File: config.mk
export PLATFORM = sky130hd
export DESIGN_NAME = bb_queue
export DESIGN_NICKNAME = d
export VERILOG_FILES = /design/src/sv/bb_pkg.sv /design/src/sv/bb_queue.sv
export SDC_FILE = /design/constraint.sdc
export NUM_CORES = 1
export LEC_CHECK = 0
export ABC_AREA = 0
export BUFFER_PORTS_ARGS = -buffer_cell sky130_fd_sc_hd__buf_4
export CAP_MARGIN = 15
export CORE_UTILIZATION = 61
export DETAILED_ROUTE_END_ITERATION = 12
export PLACE_DENSITY_LB_ADDON = 0.25
export SLEW_MARGIN = 10
export SYNTH_ARGS = -nofsm -noshare
export SYNTH_HDL_FRONTEND = slang
export SYNTH_SLANG_ARGS = --single-unit
File: constraint.sdc
create_clock -name clk -period 13.8 [get_ports clk]
set_input_delay 1.38 -clock clk [delete_from_list [all_inputs] [get_ports clk]]
set_output_delay 1.38 -clock clk [all_outputs]
set_load 0.05 [all_outputs]
File: src/sv/bb_pkg.sv
// ----------------------------------------------------------------------------
// bb_pkg
// Types and constants shared by the 3x3 box blur: pixel and result words,
// window words passed from front to back, register indexes, divide constants.
// ----------------------------------------------------------------------------
package bb_pkg;

	localparam int unsigned CFG_IDX_W   = 4;
	localparam int unsigned CFG_DATA_W  = 13;

	localparam logic [CFG_IDX_W-1:0] REG_IMAGE_WIDTH  = CFG_IDX_W'(0);
	localparam logic [CFG_IDX_W-1:0] REG_IMAGE_HEIGHT = CFG_IDX_W'(1);

	localparam logic [11:0] WIDTH_RESET  = 12'd640;
	localparam logic [12:0] HEIGHT_RESET = 13'd480;
	localparam int unsigned MIN_DIM      = 3;
	localparam int unsigned MAX_HEIGHT   = 4096;

	localparam int unsigned SUM_W        = 12;
	localparam logic [12:0] ROUND_BIAS   = 13'd4;
	localparam logic [12:0] RECIP_NINE   = 13'd7282;
	localparam int unsigned RECIP_SHIFT  = 16;

	localparam int unsigned QUEUE_DEPTH  = 4;
	localparam int unsigned QAW          = $clog2(QUEUE_DEPTH);
	localparam int unsigned QCW          = $clog2(QUEUE_DEPTH + 1);

	typedef struct packed {
		logic [7:0] red_in;
		logic [7:0] green_in;
		logic [7:0] blue_in;
	} pixel_t;

	typedef struct packed {
		logic [7:0]  red_out;
		logic [7:0]  green_out;
		logic [7:0]  blue_out;
		logic [10:0] center_column;
		logic [11:0] center_row;
	} result_t;

	typedef struct packed {
		pixel_t [8:0] win;
		logic [10:0]  center_column;
		logic [11:0]  center_row;
	} win_item_t;

	typedef struct packed {
		logic      valid;
		win_item_t item;
	} win_push_t;

endpackage

File: src/sv/bb_queue.sv
// ----------------------------------------------------------------------------
// bb_queue
// Short queue of window words between the intake and the arithmetic back end.
// ----------------------------------------------------------------------------
module bb_queue (
	input  logic              clk,
	input  logic              arst_n,
	input  bb_pkg::win_push_t wr,
	input  logic              pop,
	output logic              valid,
	output bb_pkg::win_item_t head
);
	import bb_pkg::*;

	win_item_t        mem [QUEUE_DEPTH];
	logic [QAW-1:0]   wr_ptr_q;
	logic [QAW-1:0]   rd_ptr_q;
	logic [QCW-1:0]   count_q;

	assign valid = count_q != '0;
	assign head  = mem[rd_ptr_q];

	always_ff @(posedge clk) begin
		if (wr.valid) begin
			mem[wr_ptr_q] <= wr.item;
		end
	end

	always_ff @(posedge clk or negedge arst_n) begin
		if (!arst_n) begin
			wr_ptr_q <= '0;
			rd_ptr_q <= '0;
			count_q  <= '0;
		end else begin
			if (wr.valid) begin
				wr_ptr_q <= wr_ptr_q + QAW'(1);
			end
			if (pop) begin
				rd_ptr_q <= rd_ptr_q + QAW'(1);
			end
			count_q <= count_q + QCW'(wr.valid) - QCW'(pop);
		end
	end

endmodule

==> results.cfg <==
[outcome]
outcome = complete, no violations

[placement]
place_ws_ns = 9.03
place_congestion = 0.773
io_buffers = 482
dpl.hpwl_um = 42800
dpl_cell_area_mm2 = 0.0392

[drt]
viasPerCell = 6.00
drt-initial-drc-count = 1246
finalWirelength_um = 73500
antenna_left = 0
vias = 15905
dr.pass1.iters = 4
post_drt_wl_per_cell_um = 27.7
route.detailed.drc = 0

[worst_setup_path]
worst-path-max-fanout = 46
crit_required_ns = 12.42
crit_arrival_ns = 3.87
timing.critical_path.from_type = flip-flop
cp-end-kind = output port
crit_type = reg -> out

[clock_tree]
cts_resized = 0
htreeDepth = 3
clk_latency_ns = 0.63
cts_inserted_buffers = 90
cts_tree = done
clock_path_buffers = 3
hold_buffers = 0
clock_sinks = 963
clockRootBuffer = clkbuf_16
cts_setup_buffers = 0
cts.clk_slew.worst_paths_ns = 0.06

[finish]
syn2layout_area_growth_pct = 20.7
ff_latch_area_mm2 = 0.0289
multiInputGateArea_mm2 = 0.00558
nNetsFinal = 2071
drive_above_1_share = 0.460
fillers = 3021
fin_area_mm2 = 0.0421

[grt]
grt_overflow_total = 0
grt_max_degree = 140
antenna_found_initial = 6
grt_use_met3 = 0.0751
grt_pass1_wl_um = 105000
busiest_layer = met2
gr-usage-all-layers = 0.252
grt_pass1_vias = 16418
grt.met2_usage = 0.418
use_met1 = 0.325

[sta]
setup_ws_ns = 8.55
slew_headroom = 0.198
final.setup.tns_ns = 0
finalSetupViolations = 0
timing.final.crit_period_ns = 5.25
final_hold_viol_count = 0
rsz0062_at_grt = no
fin_worst_skew_ns = 0.0122
fmax_mhz = 190
worst_pin_slew_ns = 1.20
fin_crit_sh = 0.381
drv_slew = 0

[floorplanning]
die_area_mm2 = 0.0581
die_y_um = 241
core.rowCount = 87
initial_core_util = 0.618
die_x_um = 241
coreArea_mm2 = 0.0564
ios = 483

[logic_synthesis]
async_flop_share = 0.00727
synth_flop_cell = edfxtp_1
ys_seq_area_frac = 0.828
synthCells = 1282
ys_seq_elements = 963
synthesis.nets = 1532
yosys_warnings = 0
synth_area_mm2 = 0.0349
synth_top_area_cell = edfxtp_1
synthDistinctLibCells = 15
synth_area_per_cell_um2 = 27.2
synth_edf_count = 956
synth_area_leaders = edfxtp_1 (82%), mux4_2 (15%), buf_6 (0.71%), dfrtp_1 (0.50%), buf_2 (0.37%)
synth_top_area_share = 0.823

[run]
cap_violations = 0

[pwr]
powerDensity_mw_per_mm2 = 253
ir_drop_mv = 0.213
p_leak_uw = 0.0143

[hold_path]
holdCritPathClass = in -> async
==> final timing paths <==
check	from	endpoint	slack (ns)	cells after the start
min in group clk	wr_ptr_q[0]$_DFFE_PN0P_	wr_ptr_q[0]$_DFFE_PN0P_	0.58	1
min	arst_n	rd_ptr_q[0]$_DFFE_PN0P_	0.55	1
max reg2reg	wr_ptr_q[0]$_DFFE_PN0P_	mem[0][1]$_DFFE_PP_	10.63	5
max in group asynchronous	arst_n	rd_ptr_q[1]$_DFFE_PN0P_	13.11	1
max	rd_ptr_q[0]$_DFFE_PN0P_	head[131]	8.55	4
min reg2reg	wr_ptr_q[0]$_DFFE_PN0P_	wr_ptr_q[0]$_DFFE_PN0P_	0.58	1
==> sequential cells by signal (all words and copies together) (netlist names) <==
register	count
count_q	3
mem	956
rd_ptr_q	2
wr_ptr_q	2
==> cell families after synthesis <==
kind of cell | Yosys count | share of synthesized area
AOI/OAI and AO/OA | 1 | 0.000143
adders and majority gates | 7 | 0.00273
buffers and inverters | 60 | 0.0121
muxes | 239 | 0.154
and+or+nand+nor | 7 | 0.00111
DFF | 963 | 0.828
xor gates and xnor gates | 5 | 0.00126
==> layout make-up <==
class / instances / share of cell area
clock inverter: 55 / 0.0119
sequential: 963 / 0.687
clock buffer: 107 / 0.0550
tap: 756 / 0.0225
antenna: 5 / 0.000297
inverter: 6 / 0.000535
timing repair buffer: 501 / 0.0907
multi-input combinational: 259 / 0.132
==> where the power goes <==
part	switching (µW)	internal (µW)	total, µW
Clock	1020	1350	2370
Combinational	2870	1400	4270
Sequential	182	3830	4010
==> cell usage after synthesis, types with 2 or more instances <==
library cell	number
edfxtp_1	956
xor2_1	2
dfrtp_1	7
clkbuf_1	6
ha_1	6
inv_1	6
xnor2_1	3
mux4_2	239
buf_6	22
and2_1	4
nand2_1	2
buf_2	26
==> layout by cell type, fill, tap and decap left out, drive strengths merged, types with 3 or more instances in the layout <==
master / count
ha: 6
dfrtp: 7
xnor2: 3
inv: 11
diode: 5
bufinv: 8
clkbuf: 107
and2: 4
mux4: 239
clkinv: 40
edfxtp: 956
buf: 501
==> critical path: stages (launching register included) <==
cell and delay (ns):
dfrtp_4 0.73, buf_4 0.78, buf_4 0.79, mux4_2 0.61, buf_4 0.21
==> metal layers <==
metal  wire length (µm)  vias up  part of all wire
li1                   -     6667                 -
met1              26500     8411              0.36
met2              38100      710              0.52
met3               7160      111             0.097
met4               1670        6             0.023
met5                 46        -           0.00063
==> stage by stage <==
stage	util	instances	hold WS [ns]	power, µW
final	0.746	2652	0.553	10700
after global routing	0.746	2649	0.535	11000
after CTS	0.746	2646	0.516	10700
after detailed placement	0.696	2484	0.545	8330
after global placement	0.696	2484	0.511	8280
after floorplan	-	1282	0.494	7230
Power figures use the tool's default switching activity.
