**src/sv/bb_pkg.sv**
```systemverilog
// ----------------------------------------------------------------------------
// bb_pkg
// Types and constants shared by the 3x3 box blur: pixel and result words,
// window words passed from front to back, register indexes, divide constants.
// ----------------------------------------------------------------------------
package bb_pkg;

	localparam int unsigned CFG_IDX_W   = 4;
	localparam int unsigned CFG_DATA_W  = 13;

	localparam logic [CFG_IDX_W-1:0] REG_IMAGE_WIDTH  = CFG_IDX_W'(0);
	localparam logic [CFG_IDX_W-1:0] REG_IMAGE_HEIGHT = CFG_IDX_W'(1);

	localparam logic [11:0] WIDTH_RESET  = 12'd640;
	localparam logic [12:0] HEIGHT_RESET = 13'd480;
	localparam int unsigned MIN_DIM      = 3;
	localparam int unsigned MAX_HEIGHT   = 4096;

	localparam int unsigned SUM_W        = 12;
	localparam logic [12:0] ROUND_BIAS   = 13'd4;
	localparam logic [12:0] RECIP_NINE   = 13'd7282;
	localparam int unsigned RECIP_SHIFT  = 16;

	localparam int unsigned QUEUE_DEPTH  = 4;
	localparam int unsigned QAW          = $clog2(QUEUE_DEPTH);
	localparam int unsigned QCW          = $clog2(QUEUE_DEPTH + 1);

	typedef struct packed {
		logic [7:0] red_in;
		logic [7:0] green_in;
		logic [7:0] blue_in;
	} pixel_t;

	typedef struct packed {
		logic [7:0]  red_out;
		logic [7:0]  green_out;
		logic [7:0]  blue_out;
		logic [10:0] center_column;
		logic [11:0] center_row;
	} result_t;

	typedef struct packed {
		pixel_t [8:0] win;
		logic [10:0]  center_column;
		logic [11:0]  center_row;
	} win_item_t;

	typedef struct packed {
		logic      valid;
		win_item_t item;
	} win_push_t;

endpackage

```
**src/sv/bb_back.sv**
```systemverilog
// ----------------------------------------------------------------------------
// bb_back
// Arithmetic back end: nine-sample channel sums, then rounded divide by nine
// through a reciprocal multiply, into the result register.
// ----------------------------------------------------------------------------
module bb_back (
	input  logic              clk,
	input  logic              arst_n,
	input  logic              q_valid,
	input  bb_pkg::win_item_t q_item,
	output logic              q_pop,
	output logic              empty,
	input  logic              pop,
	output bb_pkg::result_t   result
);
	import bb_pkg::*;

	function automatic logic [7:0] mean9(input logic [SUM_W-1:0] s);
		logic [12:0] b;
		logic [25:0] p;
		b = 13'(s) + ROUND_BIAS;
		p = 26'(b) * 26'(RECIP_NINE);
		return p[RECIP_SHIFT +: 8];
	endfunction

	logic [SUM_W-1:0] sum_r;
	logic [SUM_W-1:0] sum_g;
	logic [SUM_W-1:0] sum_b;

	logic             v_b1;
	logic [SUM_W-1:0] sum_r_b1;
	logic [SUM_W-1:0] sum_g_b1;
	logic [SUM_W-1:0] sum_b_b1;
	logic [10:0]      ccol_b1;
	logic [11:0]      crow_b1;

	logic             out_v_q;
	result_t          result_q;

	logic             out_rdy;
	logic             b1_rdy;

	assign out_rdy = !out_v_q || pop;
	assign b1_rdy  = !v_b1 || out_rdy;
	assign q_pop   = q_valid && b1_rdy;
	assign empty   = !out_v_q;
	assign result  = result_q;

	always_comb begin
		sum_r = '0;
		sum_g = '0;
		sum_b = '0;
		for (int i = 0; i < 9; i++) begin
			sum_r = sum_r + SUM_W'(q_item.win[i].red_in);
			sum_g = sum_g + SUM_W'(q_item.win[i].green_in);
			sum_b = sum_b + SUM_W'(q_item.win[i].blue_in);
		end
	end

	always_ff @(posedge clk or negedge arst_n) begin
		if (!arst_n) begin
			v_b1    <= 1'b0;
			out_v_q <= 1'b0;
		end else begin
			if (b1_rdy) begin
				v_b1 <= q_valid;
			end
			if (out_rdy) begin
				out_v_q <= v_b1;
			end
		end
	end

	always_ff @(posedge clk) begin
		if (q_pop) begin
			sum_r_b1 <= sum_r;
			sum_g_b1 <= sum_g;
			sum_b_b1 <= sum_b;
			ccol_b1  <= q_item.center_column;
			crow_b1  <= q_item.center_row;
		end
		if (out_rdy && v_b1) begin
			result_q.red_out       <= mean9(sum_r_b1);
			result_q.green_out     <= mean9(sum_g_b1);
			result_q.blue_out      <= mean9(sum_b_b1);
			result_q.center_column <= ccol_b1;
			result_q.center_row    <= crow_b1;
		end
	end

endmodule

```
**config.mk**
```make
export PLATFORM = sky130hd
export DESIGN_NAME = bb_back
export DESIGN_NICKNAME = d
export VERILOG_FILES = /design/src/sv/bb_pkg.sv /design/src/sv/bb_back.sv
export SDC_FILE = /design/constraint.sdc
export NUM_CORES = 1
export LEC_CHECK = 0
export CORE_AREA = 2 2 179 181
export DETAILED_ROUTE_END_ITERATION = 8
export DIE_AREA = 0 0 181 183
export DONT_BUFFER_PORTS = 1
export GPL_ROUTABILITY_DRIVEN = 0
export SYNTH_ARGS = -nofsm -noshare
export SYNTH_HDL_FRONTEND = slang
export SYNTH_SLANG_ARGS = --single-unit
```
**constraint.sdc**
```tcl
create_clock -name clk -period 15.6 [get_ports clk]
set_input_delay 1.56 -clock clk [delete_from_list [all_inputs] [get_ports clk]]
set_output_delay 1.56 -clock clk [all_outputs]
set_load 0.03 [all_outputs]
```
==> results.md <==
* Final ANT Viol Nets at 0
* Max Cap Viol at 0
* Clock buffer depth at 2
* Root buffer cell: clkbuf_16
* Worst path required time at roughly 16 ns
* Num CTS Buffers at 9
* Slew @ Worst Pin at about 0.85 ns
* IO buf count at 0
* I/O pin cnt at roughly 290
* Met2 Track Usage GR at around 32%
* CTS tree: yes
* Cts repair resizes at 0
* Post-synth EDFFs at approximately 110
* Synth area leaders: fa_1, edfxtp_1, ha_1
* Reg2Reg Setup Slack at around 9.6 ns
* Vias per cell at between 5 and 6
* Start of the worst register-to-register path: sum_g_b1[3]
* Area of the core at around 31000 um2
* Mapped Nets at 2130
* YS warnings at 0
* Hold Path Depth at 0
* Outcome: finished, final reports clean
* Slew Viols, Final at 0
* Initial antenna violation count at 3
* Clock-pin slew on the worst setup and hold paths at 0.07 ns
* Critical Path Fanout Max at 5
* Unrepaired setup endpoints after global routing: no
* Cell accounting for the most synthesized area: fa_1
* CP Cell Sequence: ha_1 -> nand3_1 -> nor2_1 -> nand3_1 -> xnor2_1 -> inv_1 -> fa_1 -> inv_1 -> ha_1 -> inv_1 -> fa_1 -> inv_1 -> fa_1 -> inv_1 -> fa_1 -> inv_1 -> ha_1 -> a21oi_1 -> inv_1 -> a211oi_1 -> o21ai_0 -> a21oi_1 -> xnor2_1
* Hold_buf cts at 0
* Wire per inst at approximately 16 um
* Hold Path End: result[15]
* Crit Path Category: flop to flop
* Util after Layout at 51.8%
* Sum Neg Setup Slack at 0 ns
* Drt first pass iters at 5
* Final Cycle Share at between 30% and 40%
* CP endpoint kind: flop
* Largest net degree at the start of global routing at 60
* Nature of the critical path startpoint: flop
* Hold Crit Class: flop to flop
* Critical Path Slowest Stage Cell: fa_1
* TritonCTS Sinks at approximately 110
* Final Hold Fails at 0
* Worst R2R End: result[38]
* Synth Flop Type: edfxtp_1
* Highest clock rate at ~170 MHz
* Fin Clk Skew at about 0.0065 ns
* Commonest non-fill, non-tap cell in the layout: inv_1
* Number of nets in the finished design at between 2000 and 2500
* CTS H-tree lvls at 3
* Die area at 33100 um2
* Filler cell count at about 2800
* Post-synthesis cell count at 1395
* Share of layout cells above drive strength 1 at ~2.5%
* Die Width at about 180 um
* Most frequent CP cell: inv_1
* Synth cell types at 57
* Initial core utilization at around half
* Gr ovfl total at 0
* Worst-skew pair later-pin latency at between 0.3 and 0.4 ns
* Vias in the first global route at 9836
* Site row count at 65
* HPWL after detailed placement at roughly 27000 um
* Post-CTS Setup Inserts at 0
* Ant. Diodes at 0
* WP data arrival at between 6 and 7 ns
* Slew HR at 43.3%
* Min Clock Period, post-route at about 6.0 ns
* Post-synthesis sequential element count at approximately 110
* Worst reg2reg path depth at 23
* Netlist Area Pre-Place at about 15000 um2
* DRC at 0
* Syn Area/Cell at 11.0 um2
* Sequential area share after synthesis at a little over a fifth
* Hold_sp: ccol_b1[3]
* First-pass GRT wire length at approximately 50000 um
* Die Y at ~180 um
* GRT busiest layer: met2
* Total number of vias at 9108
* GRT met1 Usage at 25.5%
* Crit path largest cell delay at 0.57 ns
* Most frequent cells in the layout: inv_1, ha_1, fa_1
* Area added between synthesis and finish at 5.31%
* Met3 GRT Util at around 3.6%
* Final wirelength at around 29000 um
* Final-report setup violation count at 0
* Share of the synthesized area in the top cell type at a little under a third
* GRT Overall Usage at a little under a fifth
* Iter 0 DRT Violations at approximately 360
* Ys async rst share at 1.85%
[through the flow]
stage	std cells	hold slack (ns)	setup WS, ns	instance area [um2]
2_1_floorplan	1395	0.400	7.48	15400
3_3_place_gp	1797	0.400	9.75	15900
3_5_place_dp	1797	0.405	9.60	15900
4_1_cts	1813	0.420	9.55	16200
5_1_grt	1813	0.431	9.03	16200
6_report	1813	0.422	9.59	16200
[worst max path at each step]
stage	startpoint	to	slack, ns
finish	sum_g_b1[3]	result[38]	9.59
CTS	sum_g_b1[2]	result[38]	9.55
floorplan	pop	q_pop	7.48
detailed placement	sum_r_b1[2]	result[46]	9.60
global placement	sum_g_b1[2]	result[38]	9.75
global route	sum_g_b1[2]	result[38]	9.03
[critical path, delay by kind of cell (launching register included)]
kind                     cells  cell delay [ns]
XOR/XNOR                     2             0.44
adder cells (fa/ha/maj)      7             2.94
buffers and inverters        7             0.55
flip-flops                   1             0.44
AND/OR/NAND/NOR              3             0.48
AO/OA/AOI/OAI                4             0.90
[cell families after synthesis]
| group | after synthesis | synth area share (%) |
|---|---|---|
| xor gates and xnor gates | 99 | 5.70 |
| adders and majority gates | 492 | 52.1 |
| muxes | 3 | 0.212 |
| buffers and inverters | 392 | 9.59 |
| DFF | 108 | 21.1 |
| and+or+nand+nor | 161 | 5.26 |
| AOI/OAI and AO/OA | 140 | 6.10 |
[routing by layer]
metal,part of all wire (%),wire length (um)
met1,45,13300
met5,0.12,35
met3,4.1,1210
met4,0.91,267
met2,50,14600
[sequential cells by signal, summed over array words and instances (netlist names)]
register,count
result,47
crow_b1,12
sum_b_b1,12
sum_r_b1,12
v_b1,1
sum_g_b1,12
out_v_q,1
ccol_b1,11
[area by class of cell]
type / instances / area [um2] / share of cell area, %
inverter: 390 / 1460 / 9.05
multi-input combinational: 895 / 10700 / 65.9
clock buffer: 11 / 233 / 1.44
sequential: 108 / 3230 / 20.0
tap: 402 / 503 / 3.11
timing repair buffer: 2 / 15.0 / 0.0929
clock inverter: 5 / 60.1 / 0.371
[synthesized netlist by cell type, types with 2 or more instances]
master	n
a21oi_2	3
and4b_1	2
o21ai_0	28
o21ai_1	2
o41ai_1	2
nor2_1	32
and2_1	7
or2_2	4
o21bai_1	7
a221oi_2	2
or4_1	2
o21a_1	9
and3_1	7
mux2_2	2
nor4_1	2
a21o_1	18
nand2b_1	4
edfxtp_1	106
ha_1	247
nor2b_1	9
nor3_1	12
nand4_1	6
a21boi_1	2
o22ai_1	2
a211oi_1	9
fa_1	245
o311ai_2	2
o311ai_0	2
a21boi_0	3
xor2_1	31
dfrtp_1	2
o2111ai_1	3
a21oi_1	38
xnor2_1	67
nand2_1	42
inv_1	390
nand3_1	24
Power is not shown: default switching activity piles up to over one toggle a cycle in this logic, so the estimate is an artifact.
